`src/hdl/lpfc_pkg.sv`:
```
// ----------------------------------------------------------------------------
// lpfc_pkg
// Shared widths and controller/datapath handshake types of the LRU page
// fault counter.
// ----------------------------------------------------------------------------
package lpfc_pkg;

  localparam int unsigned PAGE_W  = 16;  // page number width
  localparam int unsigned STAMP_W = 32;  // last-use stamp / access clock
  localparam int unsigned COUNT_W = 32;  // fault counter
  localparam int unsigned CAP_W   = 5;   // capacity register

  // controller -> datapath
  typedef struct packed {
    logic accept;  // latch a new word, clear trackers
    logic rd;      // read frame at scan index, advance index
    logic write;   // commit replacement decision, emit result
  } lpfc_cmd_t;

  // datapath -> controller
  typedef struct packed {
    logic last_idx;  // scan index sits on the last frame
  } lpfc_sts_t;

endpackage

```
`src/hdl/lpfc_ctrl.sv`:
```
// ----------------------------------------------------------------------------
// lpfc_ctrl
// Sequencer: accept, scan all frames one per cycle, drain the read pipe,
// commit the replacement.
// ----------------------------------------------------------------------------
module lpfc_ctrl (
  input  logic              clk_i,
  input  logic              rst_ni,
  input  logic              start,
  input  lpfc_pkg::lpfc_sts_t sts_i,
  output lpfc_pkg::lpfc_cmd_t cmd_o,
  output logic              busy
);
  import lpfc_pkg::*;

  typedef enum logic [1:0] {
    ST_IDLE,
    ST_SCAN,
    ST_DRAIN,
    ST_WRITE
  } state_e;

  state_e state_q;
  logic   busy_q;

  always_ff @(posedge clk_i or negedge rst_ni) begin
    if (!rst_ni) begin
      state_q <= ST_IDLE;
      busy_q  <= 1'b0;
    end else begin
      case (state_q)
        ST_IDLE: begin
          if (start) begin
            state_q <= ST_SCAN;
            busy_q  <= 1'b1;
          end
        end
        ST_SCAN: begin
          if (sts_i.last_idx) begin
            state_q <= ST_DRAIN;
          end
        end
        ST_DRAIN: begin
          state_q <= ST_WRITE;
        end
        ST_WRITE: begin
          state_q <= ST_IDLE;
          busy_q  <= 1'b0;
        end
        default: begin
          state_q <= ST_IDLE;
          busy_q  <= 1'b0;
        end
      endcase
    end
  end

  always_comb begin
    cmd_o        = '0;
    cmd_o.accept = (state_q == ST_IDLE) && start;
    cmd_o.rd     = (state_q == ST_SCAN);
    cmd_o.write  = (state_q == ST_WRITE);
  end

  assign busy = busy_q;

endmodule

```
`src/hdl/lpfc_dp.sv`:
```
// ----------------------------------------------------------------------------
// lpfc_dp
// Datapath: frame memory, valid bits, scan trackers (hit / free / oldest),
// access clock, fault counter, capacity register and result registers.
// ----------------------------------------------------------------------------
module lpfc_dp #(
  parameter int unsigned CAPACITY_MAX = 16
) (
  input  logic                         clk_i,
  input  logic                         rst_ni,
  input  lpfc_pkg::lpfc_cmd_t          cmd_i,
  output lpfc_pkg::lpfc_sts_t          sts_o,
  input  logic                         cfg_we_i,
  input  logic [lpfc_pkg::CAP_W-1:0]   cfg_data_i,
  input  logic [lpfc_pkg::PAGE_W-1:0]  page_i,
  input  logic                         new_sequence_i,
  input  logic                         last_in_sequence_i,
  output logic                         result_valid_o,
  output logic                         fault_o,
  output logic [lpfc_pkg::COUNT_W-1:0] fault_count_o,
  output logic                         evicted_valid_o,
  output logic [lpfc_pkg::PAGE_W-1:0]  evicted_page_o,
  output logic                         sequence_done_o
);
  import lpfc_pkg::*;

  localparam int unsigned IW    = (CAPACITY_MAX > 1) ? $clog2(CAPACITY_MAX) : 1;
  localparam int unsigned CNTW  = $clog2(CAPACITY_MAX + 1);
  localparam int unsigned EW    = (CNTW > CAP_W) ? CNTW : CAP_W;
  localparam int unsigned MEM_W = PAGE_W + STAMP_W;
  localparam logic [IW-1:0]    LAST_IDX  = IW'(CAPACITY_MAX - 1);
  localparam logic [EW-1:0]    CAP_LIMIT = EW'(CAPACITY_MAX);
  localparam logic [STAMP_W-1:0] STAMP_MAX = '1;
  localparam logic [COUNT_W-1:0] COUNT_MAX = '1;

  // frame memory: {page, last-use stamp}
  logic [MEM_W-1:0] mem_q [CAPACITY_MAX];
  logic [CAPACITY_MAX-1:0] valid_q;

  // current word
  logic [PAGE_W-1:0]  page_q;
  logic               last_q;
  logic [STAMP_W-1:0] stamp_q;
  logic [STAMP_W-1:0] clock_q;
  logic [COUNT_W-1:0] faults_q;

  // capacity register; dflt means "as built"
  logic [CAP_W-1:0] cap_q;
  logic             cap_dflt_q;

  // scan pipe
  logic [IW-1:0]      idx_q;
  logic               eval_q;
  logic [IW-1:0]      rd_idx_q;
  logic               rd_valid_q;
  logic [MEM_W-1:0]   rd_word_q;
  logic [PAGE_W-1:0]  rd_page;
  logic [STAMP_W-1:0] rd_stamp;

  // trackers
  logic               hit_f_q,  hit_f_d;
  logic [IW-1:0]      hit_idx_q, hit_idx_d;
  logic               free_f_q, free_f_d;
  logic [IW-1:0]      free_idx_q, free_idx_d;
  logic               old_f_q,  old_f_d;
  logic [IW-1:0]      old_idx_q, old_idx_d;
  logic [STAMP_W-1:0] old_stamp_q, old_stamp_d;
  logic [PAGE_W-1:0]  old_page_q, old_page_d;
  logic [CNTW-1:0]    occ_q, occ_d;

  // commit decision
  logic [EW-1:0]      cap_x, cap_eff;
  logic               use_free, evict;
  logic [IW-1:0]      slot;
  logic [COUNT_W-1:0] faults_d;
  logic [STAMP_W-1:0] clock_base;

  assign rd_page  = rd_word_q[MEM_W-1 -: PAGE_W];
  assign rd_stamp = rd_word_q[STAMP_W-1:0];
  assign sts_o.last_idx = (idx_q == LAST_IDX);

  // scan evaluation, one frame per cycle
  always_comb begin
    hit_f_d     = hit_f_q;
    hit_idx_d   = hit_idx_q;
    free_f_d    = free_f_q;
    free_idx_d  = free_idx_q;
    old_f_d     = old_f_q;
    old_idx_d   = old_idx_q;
    old_stamp_d = old_stamp_q;
    old_page_d  = old_page_q;
    occ_d       = occ_q;
    if (eval_q) begin
      if (rd_valid_q) begin
        occ_d = occ_q + CNTW'(1);
        if (!hit_f_q && (rd_page == page_q)) begin
          hit_f_d   = 1'b1;
          hit_idx_d = rd_idx_q;
        end
        // strict less keeps the lowest frame among equal stamps
        if (!old_f_q || (rd_stamp < old_stamp_q)) begin
          old_f_d     = 1'b1;
          old_idx_d   = rd_idx_q;
          old_stamp_d = rd_stamp;
          old_page_d  = rd_page;
        end
      end else if (!free_f_q) begin
        free_f_d   = 1'b1;
        free_idx_d = rd_idx_q;
      end
    end
  end

  // capacity clamp: 0 acts as 1, above the build size acts as the build size
  always_comb begin
    cap_x = EW'(cap_q);
    if (cap_dflt_q) begin
      cap_eff = CAP_LIMIT;
    end else if (cap_x == '0) begin
      cap_eff = EW'(1);
    end else if (cap_x > CAP_LIMIT) begin
      cap_eff = CAP_LIMIT;
    end else begin
      cap_eff = cap_x;
    end
  end

  assign use_free = free_f_q && (EW'(occ_q) < cap_eff);
  assign evict    = !hit_f_q && !use_free;
  assign slot     = hit_f_q ? hit_idx_q : (use_free ? free_idx_q : old_idx_q);
  assign faults_d = (!hit_f_q && (faults_q != COUNT_MAX)) ? faults_q + COUNT_W'(1)
                                                          : faults_q;
  assign clock_base = new_sequence_i ? '0 : clock_q;

  // memory: one read port for the scan, one write at commit
  always_ff @(posedge clk_i) begin
    if (cmd_i.rd) begin
      rd_word_q <= mem_q[idx_q];
      rd_idx_q  <= idx_q;
    end
    if (cmd_i.write) begin
      mem_q[slot] <= {page_q, stamp_q};
    end
  end

  // payload registers
  always_ff @(posedge clk_i) begin
    if (cmd_i.accept) begin
      page_q  <= page_i;
      last_q  <= last_in_sequence_i;
      stamp_q <= clock_base;
    end
    if (cmd_i.write) begin
      fault_o         <= !hit_f_q;
      fault_count_o   <= faults_d;
      evicted_valid_o <= evict;
      evicted_page_o  <= evict ? old_page_q : '0;
      sequence_done_o <= last_q;
    end
    hit_idx_q   <= hit_idx_d;
    free_idx_q  <= free_idx_d;
    old_idx_q   <= old_idx_d;
    old_stamp_q <= old_stamp_d;
    old_page_q  <= old_page_d;
  end

  // control state
  always_ff @(posedge clk_i or negedge rst_ni) begin
    if (!rst_ni) begin
      valid_q        <= '0;
      clock_q        <= '0;
      faults_q       <= '0;
      cap_q          <= '0;
      cap_dflt_q     <= 1'b1;
      idx_q          <= '0;
      eval_q         <= 1'b0;
      rd_valid_q     <= 1'b0;
      hit_f_q        <= 1'b0;
      free_f_q       <= 1'b0;
      old_f_q        <= 1'b0;
      occ_q          <= '0;
      result_valid_o <= 1'b0;
    end else begin
      eval_q         <= cmd_i.rd;
      result_valid_o <= cmd_i.write;
      if (cfg_we_i) begin
        cap_q      <= cfg_data_i;
        cap_dflt_q <= 1'b0;
      end
      if (cmd_i.accept) begin
        if (new_sequence_i) begin
          valid_q  <= '0;
          faults_q <= '0;
        end
        clock_q  <= (clock_base != STAMP_MAX) ? clock_base + STAMP_W'(1) : clock_base;
        idx_q    <= '0;
        hit_f_q  <= 1'b0;
        free_f_q <= 1'b0;
        old_f_q  <= 1'b0;
        occ_q    <= '0;
      end else begin
        hit_f_q  <= hit_f_d;
        free_f_q <= free_f_d;
        old_f_q  <= old_f_d;
        occ_q    <= occ_d;
        if (cmd_i.rd) begin
          rd_valid_q <= valid_q[idx_q];
          idx_q      <= idx_q + IW'(1);
        end
        if (cmd_i.write) begin
          valid_q[slot] <= 1'b1;
          faults_q      <= faults_d;
        end
      end
    end
  end

endmodule

```
`src/hdl/lru_page_fault_counter.sv`:
```
// ----------------------------------------------------------------------------
// lru_page_fault_counter
// Fully associative LRU page store with fault counting and eviction report.
// ----------------------------------------------------------------------------
// Usage:
//   Input words are offered on page_i / new_sequence_i / last_in_sequence_i
//   and taken on a rising edge with start high and busy low. new_sequence_i
//   empties all frames and zeroes the access clock and fault count before
//   the word is handled.
//   Each word yields one result word, shown for exactly one cycle while
//   result_valid_o is high: fault, running fault count (saturating), evicted
//   page if any, and sequence_done_o echoing last_in_sequence_i. The
//   receiver cannot stall; results must be captured when strobed.
//   The frame memory has one read port, so the tag/stamp scan reads one
//   frame per cycle over all CAPACITY_MAX frames, then drains the read pipe
//   and commits; the result appears the cycle after commit, when busy is
//   low again. A new word is taken only once the previous one is done.
//   Capacity is written via cfg_valid_i / cfg_ready_o / cfg_data_i (always
//   ready), by the user only while the block is idle; the block does not
//   enforce it. 0 acts as 1; values above CAPACITY_MAX act as CAPACITY_MAX.
//   Reset: frames empty, counters zero, capacity = CAPACITY_MAX. No clearing
//   pass is needed; frame valid bits live in flops.
// ----------------------------------------------------------------------------
module lru_page_fault_counter #(
  parameter int unsigned CAPACITY_MAX = 16
) (
  input  logic                         clk_i,
  input  logic                         rst_ni,
  // command channel
  input  logic                         start,
  output logic                         busy,
  input  logic [lpfc_pkg::PAGE_W-1:0]  page_i,
  input  logic                         new_sequence_i,
  input  logic                         last_in_sequence_i,
  // result channel
  output logic                         result_valid_o,
  output logic                         fault_o,
  output logic [lpfc_pkg::COUNT_W-1:0] fault_count_o,
  output logic                         evicted_valid_o,
  output logic [lpfc_pkg::PAGE_W-1:0]  evicted_page_o,
  output logic                         sequence_done_o,
  // capacity register write
  input  logic                         cfg_valid_i,
  output logic                         cfg_ready_o,
  input  logic [lpfc_pkg::CAP_W-1:0]   cfg_data_i
);
  import lpfc_pkg::*;

  lpfc_cmd_t cmd;
  lpfc_sts_t sts;

  // user issues register writes only while idle; not enforced, always ready
  assign cfg_ready_o = 1'b1;

  lpfc_ctrl u_ctrl (
    .clk_i  (clk_i),
    .rst_ni (rst_ni),
    .start  (start),
    .sts_i  (sts),
    .cmd_o  (cmd),
    .busy   (busy)
  );

  lpfc_dp #(
    .CAPACITY_MAX (CAPACITY_MAX)
  ) u_dp (
    .clk_i              (clk_i),
    .rst_ni             (rst_ni),
    .cmd_i              (cmd),
    .sts_o              (sts),
    .cfg_we_i           (cfg_valid_i && cfg_ready_o),
    .cfg_data_i         (cfg_data_i),
    .page_i             (page_i),
    .new_sequence_i     (new_sequence_i),
    .last_in_sequence_i (last_in_sequence_i),
    .result_valid_o     (result_valid_o),
    .fault_o            (fault_o),
    .fault_count_o      (fault_count_o),
    .evicted_valid_o    (evicted_valid_o),
    .evicted_page_o     (evicted_page_o),
    .sequence_done_o    (sequence_done_o)
  );

endmodule
```
`config.mk`:
```
export PLATFORM = sky130hd
export DESIGN_NAME = lru_page_fault_counter
export DESIGN_NICKNAME = d
export VERILOG_FILES = /design/src/hdl/lpfc_pkg.sv /design/src/hdl/lpfc_ctrl.sv /design/src/hdl/lpfc_dp.sv /design/src/hdl/lru_page_fault_counter.sv
export SDC_FILE = /design/constraint.sdc
export NUM_CORES = 1
export LEC_CHECK = 0
export ABC_AREA = 1
export BUFFER_PORTS_ARGS = -buffer_cell sky130_fd_sc_hd__buf_2
export CORE_ASPECT_RATIO = 0.9
export CORE_MARGIN = 5
export CORE_UTILIZATION = 65
export CTS_BUF_LIST = sky130_fd_sc_hd__clkbuf_8
export CTS_CLUSTER_DIAMETER = 40
export DETAILED_ROUTE_END_ITERATION = 7
export GPL_ROUTABILITY_DRIVEN = 0
export PLACE_DENSITY_LB_ADDON = 0.12
export SETUP_SLACK_MARGIN = 0.3
export SLEW_MARGIN = 20
export SYNTH_ARGS = -nofsm -noshare
export SYNTH_HDL_FRONTEND = slang
export SYNTH_HIERARCHICAL = 1
export SYNTH_SLANG_ARGS = --single-unit
```
`constraint.sdc`:
```
create_clock -name clk_i -period 9.7 [get_ports clk_i]
set_input_delay 1.94 -clock clk_i [delete_from_list [all_inputs] [get_ports clk_i]]
set_output_delay 1.94 -clock clk_i [all_outputs]
set_load 0.05 [all_outputs]
```
==> qor_table.md, run 1 <==
| Step | Result | Reported |
|---|---|---|
| critical path | R2R Setup Slk | 5.44 ns |
| drt | DR DRC count | 0 |
| floorplanning | Num ports | 81 |
| yosys | Warnings, synthesis | 6 |
| yosys | Post-synthesis async set-or-reset flop share | 9.594% |
| run status | Status | finished clean |
| timing | Unrepaired setup endpoints after global routing | no |
| timing | Hold Fails Final Rpt | 0 |
| global route | Pin count of the biggest net entering global routing | 133 |
| worst hold path | Worst hold-check path type | reg -> reg |
| layout | Area growth from synthesis to final layout | 9.583% |
| clocking | TritonCTS clock tree | done |
| clocking | Number of gates resized after CTS | 0 |
| power | Total leakage power | 0.01721 uW |
| critical path | Crit path launch type | input pin |
| timing | Final-layout setup total negative slack | 0 ns |
| clocking | Root Buffer | sky130_fd_sc_hd__clkbuf_8 |
| floorplanning | Horiz. Die Dim | 284.5 um |
| yosys | Largest family of logic cells by synthesized area | compound AO/OA/AOI/OAI gates |
| job | Max-cap viol count | 0 |
| power | Power density normalized to cell area | 280.0 nW/um^2 |
| drt | Routed len/inst | 23.64 um |
| floorplanning | Effective utilization at floorplan | 65.70% |
| worst hold path | Instance count along the most critical hold path | 0 |
| global route | Residual overflow from global routing | 0 |
| clocking | Clock transition at path regs | 0.06 ns |
| yosys | Fraction of the mapped netlist area in adder cells | 1.220% |
| critical path | WP data arrival | 4.96 ns |
| worst hold path | Hold worst-path end | u_dp/sequence_done_o$_DFFE_PP_ |
| yosys | Synth Area in Compound Gates | 10.97% |
| power | Reg power frac | 48.7% |
| timing | Final Setup Violations | 0 |
| drt | Drt first pass iters | 8 |
| yosys | Sequential fraction of the synthesis area | 72.65% |
| drt | Initial drt markers | 3930 |
| yosys | Number of distinct library cell variants in the gate-level netlist after synthesis | 55 |
| placement | HPWL reported at the end of detailed placement | 57570 um |
| critical path | Data required time at the worst endpoint | 10.38 ns |
| timing | Rel. slew slack | 18.95% |
| timing | Clk_skew | 0.02540 ns |
| clocking | H-tree levels | 4 |
| floorplanning | Standard-cell rows | 90 |
| global route | Via count of the first global-routing pass | 28796 |
| clocking | Number of hold buffers added after CTS | 0 |
| layout | Most common cell after layout, fill and taps aside | sky130_fd_sc_hd__edfxtp_1 |
| critical path | Critical Setup Path Class | in -> reg |
| layout | Layout cells sized above 1 | 10.91% |
| yosys | Post-synthesis average cell area | 12.40 um^2 |
| worst hold path | Source of the worst hold timing path | u_dp/last_q$_DFFE_PP_ |
| yosys | Net count of the mapped netlist | 3627 |
| yosys | Synthesized instance count | 3557 |
| yosys | Post-synthesis simple-gate area fraction | 10.21% |
| global route | Antenna violations before repair | 2 |
| yosys | Flip-flop and latch count after synthesis | 1084 |
| critical path | R2r worst-path depth | 15 |
| yosys | Largest area contributor in the netlist | sky130_fd_sc_hd__edfxtp_1 |
| timing | Hold Worst Slack | 0.4259 ns |
| yosys | Mux cell area share after synthesis | 0.05108% |
| global route | Global routing usage summed across all routing layers | 29.74% |
| layout | Most frequent cells in the layout | sky130_fd_sc_hd__edfxtp_1, sky130_fd_sc_hd__nor2_1, sky130_fd_sc_hd__o21ai_0, sky130_fd_sc_hd__nand2_1, sky130_fd_sc_hd__inv_1 |
| clocking | Longest Clk Path Bufs | 3 |
| power | Combinational share of power | 25.6% |
| timing | Number of max-slew violations in the final report | 0 |
| yosys | Post-Syn Area | 44090 um^2 |
| layout | Layout Cells excl Fill | 4661 |
| yosys | Fraction of synthesized cell area in xor and xnor cells | 1.172% |
| clocking | Inserted Clock Buffers | 166 |
| yosys | Post-synth top area share | 66.74% |
| yosys | Number of enable-type register cells in the synthesized netlist | 980 |
| critical path | Worst reg2reg endpoint | u_dp/mem_q[8][14]$_DFFE_PP_ |
| critical path | Crit Path Max Fanout | 31 |
| timing | Final critical delay including setup and external delays | 4.272 ns |
| global route | Global-route wire length before repair | 166700 um |
| power | Net switching share of the total power | 35.32% |
| drt | Routed WL | 110200 um |
| floorplanning | Area of the die | 73150 um^2 |
| clocking | Sinks on Clock Net | 1084 |
| floorplanning | Die height | 257.1 um |
| timing | Worst Tran Pin Value | 1.216 ns |
| layout | Layout fillers | 4504 |
| critical path | Launch instance of the worst register-to-register path | u_dp/cap_dflt_q$_DFFE_PN1P_ |
| drt | Via count normalized by instance count | 6.283 |
| power | Worst vdd ir | 0.1803 mV |
| layout | Net total in the final layout | 3727 |
| placement | Total placed cells including tap cells | 4363 |
| floorplanning | Placeable Area | 67110 um^2 |
| power | Cell Int Power | 8749 uW |
| clocking | Clock latency at the later pin of the worst-skew pair | 0.81 ns |
| drt | Number of vias in the routed layout | 29283 |
| critical path | Worst Setup End Kind | flop |
| clocking | Post-CTS Repair Setup Buffers | 0 |
| yosys | Commonest register cell after synthesis | sky130_fd_sc_hd__edfxtp_1 |
| drt | Routed Antenna Nets | 0 |
| power | Power dissipated by switching net loads | 4778 uW |
| timing | Highest Clock Rate | 0.2341 GHz |
| timing | Final worst path period share | 44.04% |
| placement | Port Buffer Count | 79 |
| power | Fraction of power consumed by the clock network | 25.6% |
| yosys | Top area cells in the synthesized netlist | sky130_fd_sc_hd__edfxtp_1, sky130_fd_sc_hd__o21ai_0, sky130_fd_sc_hd__dfrtp_1, sky130_fd_sc_hd__nor2_1, sky130_fd_sc_hd__o22ai_1 |
==> worst max path at each step <==
stage | endpoint | slack, ns | depth (start not counted) | startpoint
floorplan | u_dp/mem_q[11][0]$_DFFE_PP_ | 2.11 | 3 | u_ctrl/state_q[0]$_DFFE_PN0P_
global placement | u_dp/valid_q[1]$_DFFE_PN0P_ | 4.82 | 8 | new_sequence_i
detailed placement | u_dp/faults_q[19]$_DFFE_PN0P_ | 4.76 | 7 | new_sequence_i
CTS | u_dp/mem_q[8][6]$_DFFE_PP_ | 5.49 | 15 | u_dp/cap_dflt_q$_DFFE_PN1P_
global route | u_dp/mem_q[8][40]$_DFFE_PP_ | 5.22 | 15 | u_dp/cap_dflt_q$_DFFE_PN1P_
finish | u_dp/faults_q[19]$_DFFE_PN0P_ | 5.43 | 7 | new_sequence_i
==> through the flow <==
stage / setup slack, ns / total power, uW / area, um^2 / utilization [%]
after floorplan: 2.112 / 8875 / 44090 / -
after global placement: 4.818 / 9910 / 45270 / 67.45
after detailed placement: 4.756 / 10060 / 45270 / 67.45
after CTS: 5.495 / 13520 / 48310 / 71.99
after global routing: 5.219 / 14190 / 48320 / 71.99
final: 5.428 / 13530 / 48320 / 71.99
==> final cells by class <==
type                       count  area [um^2]  area share [%]
sequential                  1084        32040           66.32
multi-input combinational   2057        10540           21.82
clock buffer                 179         2464           5.099
tap                          874         1094           2.263
inverter                     226        864.6           1.789
timing repair buffer         122        720.7           1.492
clock inverter               118        583.1           1.207
antenna                        1        2.502        0.005179
==> power groups by stage <==
stage	Sequential (uW)	Clock, uW	Combinational, uW
CTS	6580	3520	3420
global route	6650	3750	3780
detailed placement	6660	0	3400
global placement	6630	0	3280
finish	6590	3470	3470
floorplan	6630	0	2240
==> critical path, cell delays in order <==
cell and delay [ns]:
sky130_fd_sc_hd__buf_2 0.10, sky130_fd_sc_hd__buf_4 0.31, sky130_fd_sc_hd__nand2_1 0.31, sky130_fd_sc_hd__inv_1 0.31, sky130_fd_sc_hd__nor2_1 0.87, sky130_fd_sc_hd__inv_1 0.67, sky130_fd_sc_hd__o21ai_0 0.40
==> metal layers <==
layer | vias up | GRT usage (%) | share of wire, %
met5 | - | 0 | 0
met4 | 0 | 9.978 | 2.7
met3 | 262 | 5.894 | 10
met2 | 1709 | 47.07 | 47
met1 | 14297 | 42.41 | 40
li1 | 13015 | - | -
==> synthesized netlist by cell type, types with 43 or more instances <==
master                     number
sky130_fd_sc_hd__a21oi_1       68
sky130_fd_sc_hd__clkbuf_1     155
sky130_fd_sc_hd__dfrtp_1      103
sky130_fd_sc_hd__edfxtp_1     980
sky130_fd_sc_hd__ha_1          43
sky130_fd_sc_hd__inv_1        221
sky130_fd_sc_hd__nand2_1      280
sky130_fd_sc_hd__nand3_1       56
sky130_fd_sc_hd__nor2_1       592
sky130_fd_sc_hd__nor3_1        45
sky130_fd_sc_hd__o21ai_0      520
sky130_fd_sc_hd__o22ai_1      239
sky130_fd_sc_hd__xor2_1        47
==> sequential cells by signal, indices dropped and copies added, names as in the netlist, 32 cells and up <==
name / flops
u_dp/mem_q: 768
u_dp/rd_word_q: 48
u_dp/fault_count_o: 32
u_dp/old_stamp_q: 32
u_dp/stamp_q: 32
u_dp/faults_q: 32
u_dp/clock_q: 32
==> cell families (layout without fill, tap and decap cells) <==
family | count (synthesis) | count (layout)
AO/OA/AOI/OAI | 886 | 886
XOR/XNOR | 59 | 59
adder cells (fa/ha/maj) | 43 | 43
buffers and inverters | 416 | 645
flip-flops | 1084 | 1084
multiplexers | 2 | 2
other | 1 | 2
AND/OR/NAND/NOR | 1066 | 1066
Power figures use the tool's default switching activity.
==> run 2, diff against run 1 <==
==> constraint.sdc (replaced) <==
create_clock -name clk_i -period 4.25 [get_ports clk_i]
set_input_delay 0.85 -clock clk_i [delete_from_list [all_inputs] [get_ports clk_i]]
set_output_delay 0.85 -clock clk_i [all_outputs]
set_load 0.05 [all_outputs]
==> run 2 against run 1 <==
- critical path depth up 10
- non-clock buffer count rose by 26
- combinational power increased by 140%
- global-route usage fell by 0.27 points
- core utilization increased by 0.89 points
- setup slack worse by 4.9 ns
- largest cell class unchanged
==> qor_table.md, run 2 (synthesized netlist as in run 1, its figures left out) <==
| Step | Result | Reported |
|---|---|---|
| run status | Status | finished clean |
| timing | Clk_skew | 0.02920 ns |
| clocking | Inserted Clock Buffers | 169 |
| drt | Wire length on met3 | 10900 um |
| power | Power density normalized to cell area | 643.1 nW/um^2 |
| drt | Routed len/inst | 23.13 um |
| power | Worst vdd ir | 0.5047 mV |
| clocking | H-tree levels | 4 |
| power | Total leakage power | 0.01748 uW |
| critical path | Crit path launch type | flop |
| critical path | Worst reg2reg endpoint | u_dp/mem_q[1][0]$_DFFE_PP_ |
| critical path | WP data arrival | 4.20 ns |
| timing | Hold Worst Slack | 0.05343 ns |
| drt | Routed WL | 108500 um |
| floorplanning | Area of the die | 73150 um^2 |
| layout | Register ranked first by flip-flop count | u_dp/mem_q |
| drt | Drt first pass iters | 6 |
| critical path | R2r worst-path depth | 17 |
| critical path | Crit Path Max Fanout | 29 |
| layout | Area growth from synthesis to final layout | 10.94% |
| timing | Unrepaired setup endpoints after global routing | no |
| layout | Max reg flops | 768 |
| critical path | Worst Setup End Kind | flop |
| placement | Port Buffer Count | 79 |
| clocking | TritonCTS clock tree | done |
| global route | Pin count of the biggest net entering global routing | 222 |
| timing | Final critical delay including setup and external delays | 3.711 ns |
| drt | WL met1 | 43680 um |
| job | Max-cap viol count | 0 |
| timing | Hold Fails Final Rpt | 0 |
| floorplanning | Effective utilization at floorplan | 65.70% |
| clocking | Post-CTS Repair Setup Buffers | 0 |
| floorplanning | Placeable Area | 67110 um^2 |
| drt | Topmost layer with routed signal wires | met5 |
| layout | Most common cell after layout, fill and taps aside | sky130_fd_sc_hd__edfxtp_1 |
| timing | Final-layout setup total negative slack | 0 ns |
| timing | Final setup slack of the worst path | 0.5393 ns |
| clocking | Root Buffer | sky130_fd_sc_hd__clkbuf_8 |
| timing | Final worst path period share | 87.31% |
| drt | Routed Antenna Nets | 0 |
| clocking | Number of gates resized after CTS | 0 |
| floorplanning | Die height | 257.1 um |
| layout | Core utilization of the finished layout | 72.88% |
| global route | Global-route wire length before repair | 166400 um |
| clocking | Number of hold buffers added after CTS | 0 |
| drt | Via count normalized by instance count | 6.216 |
| timing | Final Setup Violations | 0 |
| drt | Number of vias in the routed layout | 29172 |
| clocking | Clock transition at path regs | 0.05 ns |
| drt | Routed length on met2 | 51270 um |
| floorplanning | Horiz. Die Dim | 284.5 um |
| clocking | Longest Clk Path Bufs | 3 |
| global route | Via count of the first global-routing pass | 28804 |
| layout | Net total in the final layout | 3756 |
| floorplanning | Num ports | 81 |
| timing | Worst Tran Pin Value | 1.066 ns |
| critical path | R2R Setup Slk | 0.54 ns |
| worst hold path | Worst hold-check path type | in -> async |
| layout | Layout cells sized above 1 | 11.66% |
| floorplanning | Standard-cell rows | 90 |
| global route | Global routing usage summed across all routing layers | 29.47% |
| drt | DR DRC count | 0 |
| placement | HPWL reported at the end of detailed placement | 63040 um |
| clocking | Clock latency at the later pin of the worst-skew pair | 0.83 ns |
| layout | Largest registers | u_dp/mem_q (768), u_dp/rd_word_q (48) |
| clocking | Sinks on Clock Net | 1084 |
| drt | Initial drt markers | 3762 |
| critical path | Critical Setup Path Class | reg -> reg |
| timing | Highest Clock Rate | 0.2695 GHz |
| critical path | Launch instance of the worst register-to-register path | u_dp/cap_dflt_q$_DFFE_PN1P_ |
| placement | Worst setup slack before clock tree synthesis | 0.3962 ns |
| timing | Rel. slew slack | 28.31% |
| global route | Residual overflow from global routing | 0 |
| critical path | Data required time at the worst endpoint | 4.73 ns |
| global route | Antenna violations before repair | 4 |
| layout | Most frequent cells in the layout | sky130_fd_sc_hd__edfxtp_1, sky130_fd_sc_hd__nor2_1, sky130_fd_sc_hd__o21ai_0, sky130_fd_sc_hd__nand2_1, sky130_fd_sc_hd__inv_1 |
| timing | Number of max-slew violations in the final report | 0 |
-- run 2: changes by cell type in the layout (fill, tap and decap cells not counted), moves of 3 or more --
cell / previous run / this run
sky130_fd_sc_hd__buf_12: 0 / 20
sky130_fd_sc_hd__buf_4: 44 / 50
sky130_fd_sc_hd__clkinv_1: 35 / 41
sky130_fd_sc_hd__clkinvlp_4: 4 / 7
sky130_fd_sc_hd__inv_1: 277 / 271
sky130_fd_sc_hd__nor3_2: 12 / 4
sky130_fd_sc_hd__nor3_4: 1 / 9
-- run 2: stage by stage --
step | total power, uW | std cells | instance area, um^2
final | 31460 | 4693 | 48910
after global routing | 32990 | 4691 | 48910
after CTS | 31430 | 4690 | 48900
after detailed placement | 23420 | 4389 | 45800
after global placement | 23030 | 4389 | 45800
after floorplan | 20340 | 3557 | 44270
-- run 2: metal layers --
| metal | track usage, % | up-vias |
|---|---|---|
| met5 | 0 | - |
| met4 | 10.01 | 2 |
| met3 | 6.442 | 222 |
| met2 | 46.60 | 1612 |
| met1 | 41.59 | 14241 |
| li1 | - | 13095 |
-- run 2: worst max path at each step --
| stage | start | end | slack, ns |
|---|---|---|---|
| after floorplan | u_dp/cap_dflt_q$_DFFE_PN1P_ | u_dp/mem_q[9][0]$_DFFE_PP_ | 0.35 |
| after global placement | start | u_dp/valid_q[15]$_DFFE_PN0P_ | 0.60 |
| after detailed placement | start | u_dp/faults_q[17]$_DFFE_PN0P_ | 0.40 |
| after CTS | u_ctrl/state_q[0]$_DFFE_PN0P_ | u_dp/faults_q[17]$_DFFE_PN0P_ | 0.56 |
| after global routing | u_dp/cap_dflt_q$_DFFE_PN1P_ | u_dp/mem_q[1][0]$_DFFE_PP_ | 0.31 |
| final | u_dp/cap_dflt_q$_DFFE_PN1P_ | u_dp/mem_q[1][0]$_DFFE_PP_ | 0.54 |
-- run 2: critical path, cell delays in order (launching register included) --
cell	delay, ns
sky130_fd_sc_hd__dfstp_2	0.51
sky130_fd_sc_hd__inv_1	0.04
sky130_fd_sc_hd__nand2_1	0.07
sky130_fd_sc_hd__inv_1	0.08
sky130_fd_sc_hd__nand2_1	0.08
sky130_fd_sc_hd__ha_1	0.24
sky130_fd_sc_hd__nand2_1	0.07
sky130_fd_sc_hd__nand2_1	0.06
sky130_fd_sc_hd__a21oi_2	0.30
sky130_fd_sc_hd__nand3_2	0.19
sky130_fd_sc_hd__nand2_1	0.11
sky130_fd_sc_hd__nand3_1	0.07
sky130_fd_sc_hd__nand2_1	0.32
sky130_fd_sc_hd__inv_1	0.10
sky130_fd_sc_hd__nor2_2	0.20
sky130_fd_sc_hd__inv_1	0.15
sky130_fd_sc_hd__nor3_4	0.46
sky130_fd_sc_hd__buf_12	0.32
-- run 2: power breakdown --
group          internal (uW)  switching [uW]
logic                   2280            6110
registers              13800            1200
clock network           4170            3900
-- run 2: final cells by class --
cell class / instances / area [um^2]
tap: 874 / 1094
clock inverter: 123 / 658.1
timing repair buffer: 148 / 1166
clock buffer: 178 / 2450
antenna: 3 / 7.507
inverter: 226 / 863.3
multi-input combinational: 2057 / 10630
fill: 4390 / 18200
sequential: 1084 / 32040
